<file path="config.mk">
export PLATFORM = sky130hd
export DESIGN_NAME = fan_temperature_pwm_controller
export DESIGN_NICKNAME = d
export VERILOG_FILES = /design/src/hdl/fanpwm_pkg.sv /design/src/hdl/fan_temperature_pwm_controller.sv /design/src/hdl/fanpwm_div.sv
export SDC_FILE = /design/constraint.sdc
export NUM_CORES = 1
export LEC_CHECK = 0
export BUFFER_PORTS_ARGS = -buffer_cell sky130_fd_sc_hd__buf_2
export CAP_MARGIN = 20
export CORE_MARGIN = 2
export CORE_UTILIZATION = 40
export DETAILED_ROUTE_END_ITERATION = 8
export PLACE_DENSITY_LB_ADDON = 0.05
export SKIP_CTS_REPAIR_TIMING = 1
export SYNTH_ARGS = -nofsm -noshare
export SYNTH_HDL_FRONTEND = slang
export SYNTH_SLANG_ARGS = --single-unit
export TNS_END_PERCENT = 1
</file>
<file path="constraint.sdc">
create_clock -name clk -period 6 [get_ports clk]
set_clock_uncertainty 0.1 [all_clocks]
set_input_delay 1.2 -clock clk [delete_from_list [all_inputs] [get_ports clk]]
set_output_delay 1.2 -clock clk [all_outputs]
set_load 0.1 [all_outputs]
</file>
<file path="src/hdl/fanpwm_pkg.sv">
package fanpwm_pkg;

	// sensor word width
	localparam int AdcBits  = 10;
	// ramp numerator |temp - min| * 255 needs eight more bits
	localparam int NumW     = AdcBits + 8;
	localparam int DivCntW  = $clog2(NumW);

	localparam logic [7:0] DutyMax      = 8'hff;
	localparam logic [7:0] LowDutyLimit = 8'd10;

	// configuration register indexes
	localparam logic [2:0] CfgMinTemp   = 3'd0;
	localparam logic [2:0] CfgMaxTemp   = 3'd1;
	localparam logic [2:0] CfgStartTemp = 3'd2;
	localparam logic [2:0] CfgMinDuty   = 3'd3;
	localparam logic [2:0] CfgDualSens  = 3'd4;

	// command codes
	localparam logic CmdSample = 1'b0;
	localparam logic CmdTick   = 1'b1;

	typedef enum logic [1:0] {
		MODE_OFF  = 2'd0,
		MODE_PWM  = 2'd1,
		MODE_FULL = 2'd2
	} fan_mode_t;

	typedef enum logic [2:0] {
		ST_IDLE,
		ST_TICK,
		ST_CTRL,
		ST_PREP,
		ST_DIV,
		ST_DONE
	} seq_state_t;

	typedef struct packed {
		logic                 start;
		logic [NumW-1:0]      num;
		logic [AdcBits-1:0]   den;
	} div_req_t;

	typedef struct packed {
		logic       done;
		logic [7:0] quo;
	} div_rsp_t;

endpackage

</file>
<file path="src/hdl/fan_temperature_pwm_controller.sv">
// Temperature controlled fan driver. Each input beat is either an ADC sample for
// sensor channel 0 or 1 (cmd 0) or one prescaled timer tick (cmd 1); every beat
// returns exactly one result beat with the fan pin level, the fan mode (off, pwm,
// full) and the current duty. Samples move the mode between off, pwm and full
// using start, minimum and maximum thresholds with hysteresis; in pwm mode the
// duty is (temp - min) * 255 / (max - min), saturated to 0..255 and raised to
// min_duty. Ticks step an 8-bit timer whose overflow toggles the pin in pwm mode,
// except that a low pin stays low while duty is at most LowDutyLimit. One item
// at a time: a tick, or a sample leaving the fan off or at full speed, goes through
// ST_TICK or ST_CTRL to ST_DONE; a pwm sample whose duty needs no division (zero
// range, or a ramp at or below zero) also passes ST_PREP, and one that needs the
// restoring divider waits in ST_DIV for one quotient bit per cycle over an 18-bit
// numerator. A new beat is taken while the previous result still waits in the
// output register. Configuration is written through cfg_we/cfg_index/cfg_data
// by the user only while idle; the block itself does not enforce this.
module fan_temperature_pwm_controller (
	input  logic                          clk,
	input  logic                          arst_n,
	// configuration
	input  logic                          cfg_we,
	input  logic [2:0]                    cfg_index,
	input  logic [fanpwm_pkg::AdcBits-1:0] cfg_data,
	// input channel
	input  logic                          in_valid,
	output logic                          in_stall,
	input  logic                          cmd,
	input  logic                          channel,
	input  logic [fanpwm_pkg::AdcBits-1:0] sample,
	// result channel
	output logic                          out_valid,
	input  logic                          out_stall,
	output logic                          fan_on,
	output logic [1:0]                    mode,
	output logic [7:0]                    duty_now
);
	import fanpwm_pkg::*;

	// configuration registers
	logic [AdcBits-1:0] min_temp_q, max_temp_q, start_temp_q;
	logic [7:0]         min_duty_q;
	logic               dual_q;

	// controller state
	seq_state_t         st_q, st_nx;
	fan_mode_t          mode_q, mode_nx;
	logic               pin_q, pin_nx;
	logic [7:0]         duty_q;
	logic [7:0]         timer_q;
	logic [AdcBits-1:0] samp0_q, samp1_q, temp_q;

	// result register
	logic               out_valid_q;
	logic               fan_on_q;
	logic [1:0]         mode_out_q;
	logic [7:0]         duty_out_q;

	// sequencer controls
	logic in_take, div_start, out_load;
	logic in_acc, out_free;

	div_req_t req;
	div_rsp_t rsp;

	// control temperature, mode transitions
	logic [AdcBits-1:0] temp_c;

	// duty preparation
	logic [AdcBits:0]   diff_c, range_c;
	logic [AdcBits-1:0] diff_abs, range_abs;
	logic               prep_div;
	logic [7:0]         prep_duty;

	// timer
	logic [7:0]         tmr_inc;

	logic [7:0]         div_duty;

	assign in_acc   = in_valid && !in_stall;
	assign out_free = !out_valid_q || !out_stall;

	//------------------------------------------------------------------
	// configuration writes
	//------------------------------------------------------------------
	always_ff @(posedge clk or negedge arst_n) begin
		if (!arst_n) begin
			min_temp_q   <= AdcBits'(300);
			max_temp_q   <= AdcBits'(600);
			start_temp_q <= AdcBits'(350);
			min_duty_q   <= 8'd40;
			dual_q       <= 1'b0;
		end else if (cfg_we) begin
			unique case (cfg_index)
				CfgMinTemp:   min_temp_q   <= cfg_data;
				CfgMaxTemp:   max_temp_q   <= cfg_data;
				CfgStartTemp: start_temp_q <= cfg_data;
				CfgMinDuty:   min_duty_q   <= cfg_data[7:0];
				CfgDualSens:  dual_q       <= cfg_data[0];
				default:      ;
			endcase
		end
	end

	//------------------------------------------------------------------
	// mode decision: first matching rule wins
	//------------------------------------------------------------------
	always_comb begin
		temp_c = samp0_q;
		if (dual_q && (samp1_q > samp0_q))
			temp_c = samp1_q;

		mode_nx = mode_q;
		pin_nx  = pin_q;
		if (mode_q == MODE_OFF && temp_c >= start_temp_q) begin
			mode_nx = MODE_PWM;
		end else if (mode_q == MODE_PWM && temp_c >= max_temp_q) begin
			mode_nx = MODE_FULL;
			pin_nx  = 1'b1;
		end else if (mode_q == MODE_FULL && temp_c < max_temp_q) begin
			mode_nx = MODE_PWM;
		end else if (mode_q != MODE_OFF && temp_c < min_temp_q) begin
			mode_nx = MODE_OFF;
			pin_nx  = 1'b0;
		end
	end

	//------------------------------------------------------------------
	// duty set-up. Opposite signs or a zero numerator give min_duty,
	// zero range saturates; only same-sign cases reach the divider,
	// which then works on magnitudes.
	//------------------------------------------------------------------
	always_comb begin
		diff_c    = {1'b0, temp_q} - {1'b0, min_temp_q};
		range_c   = {1'b0, max_temp_q} - {1'b0, min_temp_q};
		diff_abs  = diff_c[AdcBits]  ? AdcBits'(-diff_c)  : diff_c[AdcBits-1:0];
		range_abs = range_c[AdcBits] ? AdcBits'(-range_c) : range_c[AdcBits-1:0];
		prep_div  = 1'b0;
		prep_duty = min_duty_q;
		if (range_c == '0) begin
			prep_duty = DutyMax;
		end else if (diff_c != '0 && diff_c[AdcBits] == range_c[AdcBits]) begin
			prep_div = 1'b1;
		end
		req.start = div_start;
		req.num   = {diff_abs, 8'd0} - NumW'(diff_abs);   // x * 255
		req.den   = range_abs;
	end

	fanpwm_div u_div (
		.clk    (clk),
		.arst_n (arst_n),
		.req    (req),
		.rsp    (rsp)
	);

	assign div_duty = (rsp.quo < min_duty_q) ? min_duty_q : rsp.quo;
	assign tmr_inc  = timer_q + 8'd1;

	//------------------------------------------------------------------
	// sequencer
	//------------------------------------------------------------------
	always_comb begin
		st_nx = st_q;
		unique case (st_q)
			ST_IDLE: if (in_acc) st_nx = (cmd == CmdTick) ? ST_TICK : ST_CTRL;
			ST_TICK: st_nx = ST_DONE;
			ST_CTRL: st_nx = (mode_nx == MODE_PWM) ? ST_PREP : ST_DONE;
			ST_PREP: st_nx = prep_div ? ST_DIV : ST_DONE;
			ST_DIV:  if (rsp.done) st_nx = ST_DONE;
			ST_DONE: if (out_free) st_nx = ST_IDLE;
			default: st_nx = ST_IDLE;
		endcase
	end

	always_comb begin
		in_take   = 1'b0;
		div_start = 1'b0;
		out_load  = 1'b0;
		unique case (st_q)
			ST_IDLE: in_take   = 1'b1;
			ST_PREP: div_start = prep_div;
			ST_DONE: out_load  = out_free;
			default: ;
		endcase
	end

	assign in_stall = !in_take;

	always_ff @(posedge clk or negedge arst_n) begin
		if (!arst_n) begin
			st_q    <= ST_IDLE;
			mode_q  <= MODE_OFF;
			pin_q   <= 1'b0;
			duty_q  <= '0;
			timer_q <= '0;
			samp0_q <= '0;
			samp1_q <= '0;
		end else begin
			st_q <= st_nx;
			if (in_acc && cmd == CmdSample) begin
				if (channel) samp1_q <= sample;
				else         samp0_q <= sample;
			end
			unique case (st_q)
				ST_TICK: begin
					// overflow in pwm mode reloads the timer and flips the pin, unless the pin is low and duty is at most LowDutyLimit
					if (tmr_inc != 8'd0 || mode_q != MODE_PWM) begin
						timer_q <= tmr_inc;
					end else if (pin_q) begin
						timer_q <= duty_q;
						pin_q   <= 1'b0;
					end else if (duty_q > LowDutyLimit) begin
						timer_q <= ~duty_q;
						pin_q   <= 1'b1;
					end else begin
						timer_q <= tmr_inc;
					end
				end
				ST_CTRL: begin
					mode_q <= mode_nx;
					pin_q  <= pin_nx;
				end
				ST_PREP: if (!prep_div) duty_q <= prep_duty;
				ST_DIV:  if (rsp.done) duty_q <= div_duty;
				default: ;
			endcase
		end
	end

	always_ff @(posedge clk) begin
		if (st_q == ST_CTRL)
			temp_q <= temp_c;
	end

	//------------------------------------------------------------------
	// result register
	//------------------------------------------------------------------
	always_ff @(posedge clk or negedge arst_n) begin
		if (!arst_n) begin
			out_valid_q <= 1'b0;
		end else if (out_load) begin
			out_valid_q <= 1'b1;
		end else if (!out_stall) begin
			out_valid_q <= 1'b0;
		end
	end

	always_ff @(posedge clk) begin
		if (out_load) begin
			fan_on_q   <= pin_q;
			mode_out_q <= mode_q;
			duty_out_q <= duty_q;
		end
	end

	assign out_valid = out_valid_q;
	assign fan_on    = fan_on_q;
	assign mode      = mode_out_q;
	assign duty_now  = duty_out_q;

endmodule

</file>
<file path="src/hdl/fanpwm_div.sv">
module fanpwm_div (
	input  logic                clk,
	input  logic                arst_n,
	input  fanpwm_pkg::div_req_t req,
	output fanpwm_pkg::div_rsp_t rsp
);
	import fanpwm_pkg::*;

	logic                 busy_q;
	logic                 done_q;
	logic [DivCntW-1:0]   cnt_q;
	logic [AdcBits-1:0]   den_q;
	logic [AdcBits-1:0]   rem_q;
	logic [NumW-1:0]      quo_q;

	logic [AdcBits:0]     shifted;
	logic                 ge;
	logic [AdcBits:0]     diff;
	logic [AdcBits-1:0]   rem_nx;

	// restoring divide, one quotient bit per cycle
	always_comb begin
		shifted = {rem_q, quo_q[NumW-1]};
		ge      = (shifted >= {1'b0, den_q});
		diff    = shifted - {1'b0, den_q};
		rem_nx  = ge ? diff[AdcBits-1:0] : shifted[AdcBits-1:0];
	end

	always_ff @(posedge clk or negedge arst_n) begin
		if (!arst_n) begin
			busy_q <= 1'b0;
			done_q <= 1'b0;
			cnt_q  <= '0;
		end else begin
			done_q <= 1'b0;
			if (req.start) begin
				busy_q <= 1'b1;
				cnt_q  <= DivCntW'(NumW - 1);
			end else if (busy_q) begin
				cnt_q <= cnt_q - 1'b1;
				if (cnt_q == '0) begin
					busy_q <= 1'b0;
					done_q <= 1'b1;
				end
			end
		end
	end

	always_ff @(posedge clk) begin
		if (req.start) begin
			den_q <= req.den;
			rem_q <= '0;
			quo_q <= req.num;
		end else if (busy_q) begin
			rem_q <= rem_nx;
			quo_q <= {quo_q[NumW-2:0], ge};
		end
	end

	// quotient above 255 saturates
	always_comb begin
		rsp.done = done_q;
		rsp.quo  = (quo_q[NumW-1:8] != '0) ? DutyMax : quo_q[7:0];
	end

endmodule
</file>
==> summary.txt <==
Worst VDD drop: 0.2291 mV
Leak: 4.612 nW
Wire per inst: 16.76 um
Post-placement setup slack: 1156 ps
Root Buffer: clkbuf_16
RSZ-0062 raised after global routing: no
Clock sinks: 148
Cell variety after synth: 85
Syn Inst Count: 1,012
IO Pins: 43
Sw power: 2.482 mW
Fin Setup TNS: 0 ps
Std cell rows: 57
CTS Buf Count: 17
Final worst path period need: 4871 ps
Synth Warn #: 0
Startpoint Class: flop
Seq/Total Area, Yosys: 0.3988
Final Wtd Congestion: 0.7965
Max cap viols: 0
Largest net degree at the start of global routing: 65
Top Usage Layer GRT: met2
Overall track demand over capacity in global routing: 0.1904
Worst setup margin: 1129 ps
Hold Path Stages: 2
Top-area cell type share of the netlist area: 0.1859
Status: completed
Pwr dens: 516.2 nW/um2
DRT iter0 DRCs: 365
Via count: 7,114
Endpoint class of the critical path: flop
Port-buffer cells: 42
Clock power frac: 0.192
Number of enable flip-flop cells after synthesis: 49
R2R depth: 16
Synthesis-to-finish area growth: 11.72%
Clock-pin slew on the worst setup and hold paths: 70 ps
Crit Path Class: flop to flop
Routed wire length: 23,320 um
CP Max Fanout: 12
Period utilization: 0.8118
Switch share: 0.4380
# fillers: 2,375
H-tree lvl count: 4
Cell Int Power: 3.184 mW
Hold Path Sink: u_div.rem_q[9]$_SDFFE_PP0P_
Fin Hold WS: 374.0 ps
Worst-margin pin slew: 994.5 ps
Maximum clock path buffer count: 2
Die X: 160.7 um
Comb power frac: 0.522
CTS tree: yes
Fraction of layout cells with a size suffix above 1: 0.1639
Syn avg cell area: 9.709 um2
Fmax: 205.3 MHz
Gr ovfl total: 0
Die area: 25,830 um2
Initial antenna violation count: 0
Synth Flop Type: dfrtp_1
Vias in the first global route: 7,186
Critical R2R Capture: st_q[2]$_DFFE_PN0P_
Max Transition Viols Final: 0
Residual DRC: 0
Mapped Area: 9826 um2
Global-route wire length before repair: 38,740 um
Area contributors post-synth: dfrtp_1, edfxtp_1, ha_1
Syn_nets: 1,129
Total core area: 24,250 um2
Vias per cell: 5.111
Synthesis-stage register bit count: 148
Met3 Track Usage GR: 0.03435
Final setup viols: 0
Met2 Use GR: 0.3182
Biggest register: u_div.quo_q
Final hold violations: 0
Reg-to-reg startpoint: samp1_q[7]$_DFFE_PN0P_
Asr flop ratio synth: 0.6014
DRT Pass-1 Iters: 4
R2r setup slk: 1130 ps
Clock Latency Late Sink: 440 ps
Critical path required time: 6210 ps
Die Y: 160.7 um
Min-Delay Path Class: flop to flop
CP Data Arrival Time: 5080 ps
Sequential share of power: 0.286
Met1 Use GR: 0.2598
HPWL after DPL: 17,680 um
Yosys top cell by area: dfrtp_1
Relative slew margins: 0.3300
Post-route ant nets: 0
Initial core utilization: 0.4052
Hold_sp: u_div.rem_q[9]$_SDFFE_PP0P_
Final nets: 1,172
Inserted Diodes: 0
Max reg flops: 18
==> how the worst max path moves through the flow <==
stage / start / end / cells after the start
final: samp1_q[7]$_DFFE_PN0P_ / st_q[2]$_DFFE_PN0P_ / 16
after global routing: samp0_q[7]$_DFFE_PN0P_ / st_q[2]$_DFFE_PN0P_ / 17
after CTS: samp1_q[3]$_DFFE_PN0P_ / st_q[2]$_DFFE_PN0P_ / 16
after detailed placement: samp1_q[3]$_DFFE_PN0P_ / st_q[2]$_DFFE_PN0P_ / 16
after global placement: samp1_q[3]$_DFFE_PN0P_ / st_q[2]$_DFFE_PN0P_ / 16
after floorplan: samp0_q[3]$_DFFE_PN0P_ / st_q[2]$_DFFE_PN0P_ / 19
==> cells in the final DEF, fill, tap and decap left out, drive strengths merged, types with 16 or more instances in the layout <==
| master | synthesis | layout |
|---|---|---|
| xnor2 | 39 | 39 |
| buf | 8 | 51 |
| xor2 | 20 | 20 |
| edfxtp | 49 | 49 |
| dfstp | 16 | 16 |
| nand3 | 21 | 21 |
| o21ai | 86 | 86 |
| nand2 | 93 | 93 |
| dfrtp | 73 | 73 |
| clkbuf | 19 | 19 |
| a21oi | 41 | 41 |
| nor2 | 73 | 73 |
| ha | 84 | 84 |
| inv | 91 | 97 |
| o21a | 17 | 17 |
| mux2 | 50 | 50 |
| nand2b | 16 | 16 |
| a211oi | 17 | 17 |
==> per-layer routing <==
| metal | vias up | part of all wire |
|---|---|---|
| met2 | 59 | 0.47 |
| met4 | 0 | 0.012 |
| met1 | 3332 | 0.50 |
| met3 | 17 | 0.017 |
| met5 | - | 0 |
| li1 | 3706 | - |
==> stage by stage <==
stage	total power, mW	area [um2]	utilization	instances
after detailed placement	4.603	10400	0.4288	1360
final	5.666	10980	0.4527	1392
after floorplan	3.882	9826	-	1012
after global placement	4.601	10400	0.4288	1360
after global routing	6.182	10980	0.4527	1392
after CTS	5.720	10980	0.4527	1392
==> synthesized netlist by cell type (4+ instances only) <==
cell type / count
a211o_1: 4
a211oi_1: 17
a21o_1: 14
a21oi_1: 40
a221oi_1: 5
a31oi_1: 5
and2_1: 4
buf_6: 4
clkbuf_1: 19
dfrtp_1: 73
dfstp_2: 16
dfxtp_1: 10
edfxtp_1: 49
ha_1: 84
inv_1: 91
mux2_2: 38
mux2_4: 11
mux2i_1: 15
nand2_1: 93
nand2b_1: 16
nand3_1: 20
nand3b_1: 4
nand4_1: 9
nor2_1: 72
nor2b_1: 14
nor3_1: 14
nor3b_1: 4
nor4_1: 4
nor4b_1: 4
o211ai_1: 5
o21a_1: 17
o21ai_0: 84
o22ai_1: 9
o31ai_1: 5
or2_2: 10
or3_1: 6
xnor2_1: 39
xor2_1: 19
==> power groups by stage <==
stage / combinational [mW] / sequential, mW / clock, mW
after floorplan: 2.17 / 1.71 / 0
after global placement: 2.96 / 1.64 / 0
after detailed placement: 2.96 / 1.64 / 0
after CTS: 2.98 / 1.63 / 1.11
after global routing: 3.36 / 1.67 / 1.16
final: 2.96 / 1.62 / 1.09
==> worst max-delay path, stage by stage (launching register included) <==
cell and delay (ps):
dfrtp_1 390, ha_1 300, nand4_1 120, nor2_1 160
o21ai_0 110, o2111a_1 140, nor2_1 580, o21ai_0 450
ha_1 410, o21a_1 170, o21ai_0 240, nor2_1 90
a211oi_1 400, a221oi_1 200, a311o_1 390, a2111oi_0 400
nor2_1 90
==> area by class of cell <==
type,instances,area (um2),area share
Timing Repair Buffer,51,280.3,0.02553
Inverter,91,341.6,0.03112
Sequential cell,148,3919,0.3570
Clock inverter,13,146.4,0.01334
Clock buffer,19,432.9,0.03944
Tap cell,324,405.4,0.03693
Multi-Input combinational cell,746,5451,0.4966
==> cells by family after synthesis <==
group,count (synthesis),synth area share
buf+inv,118,0.04877
fa+ha+maj,87,0.1131
xor+xnor,59,0.05336
simple gates,293,0.1471
compound gates,242,0.1621
flops,148,0.3988
mux,65,0.07679
Power figures use the tool's default switching activity.
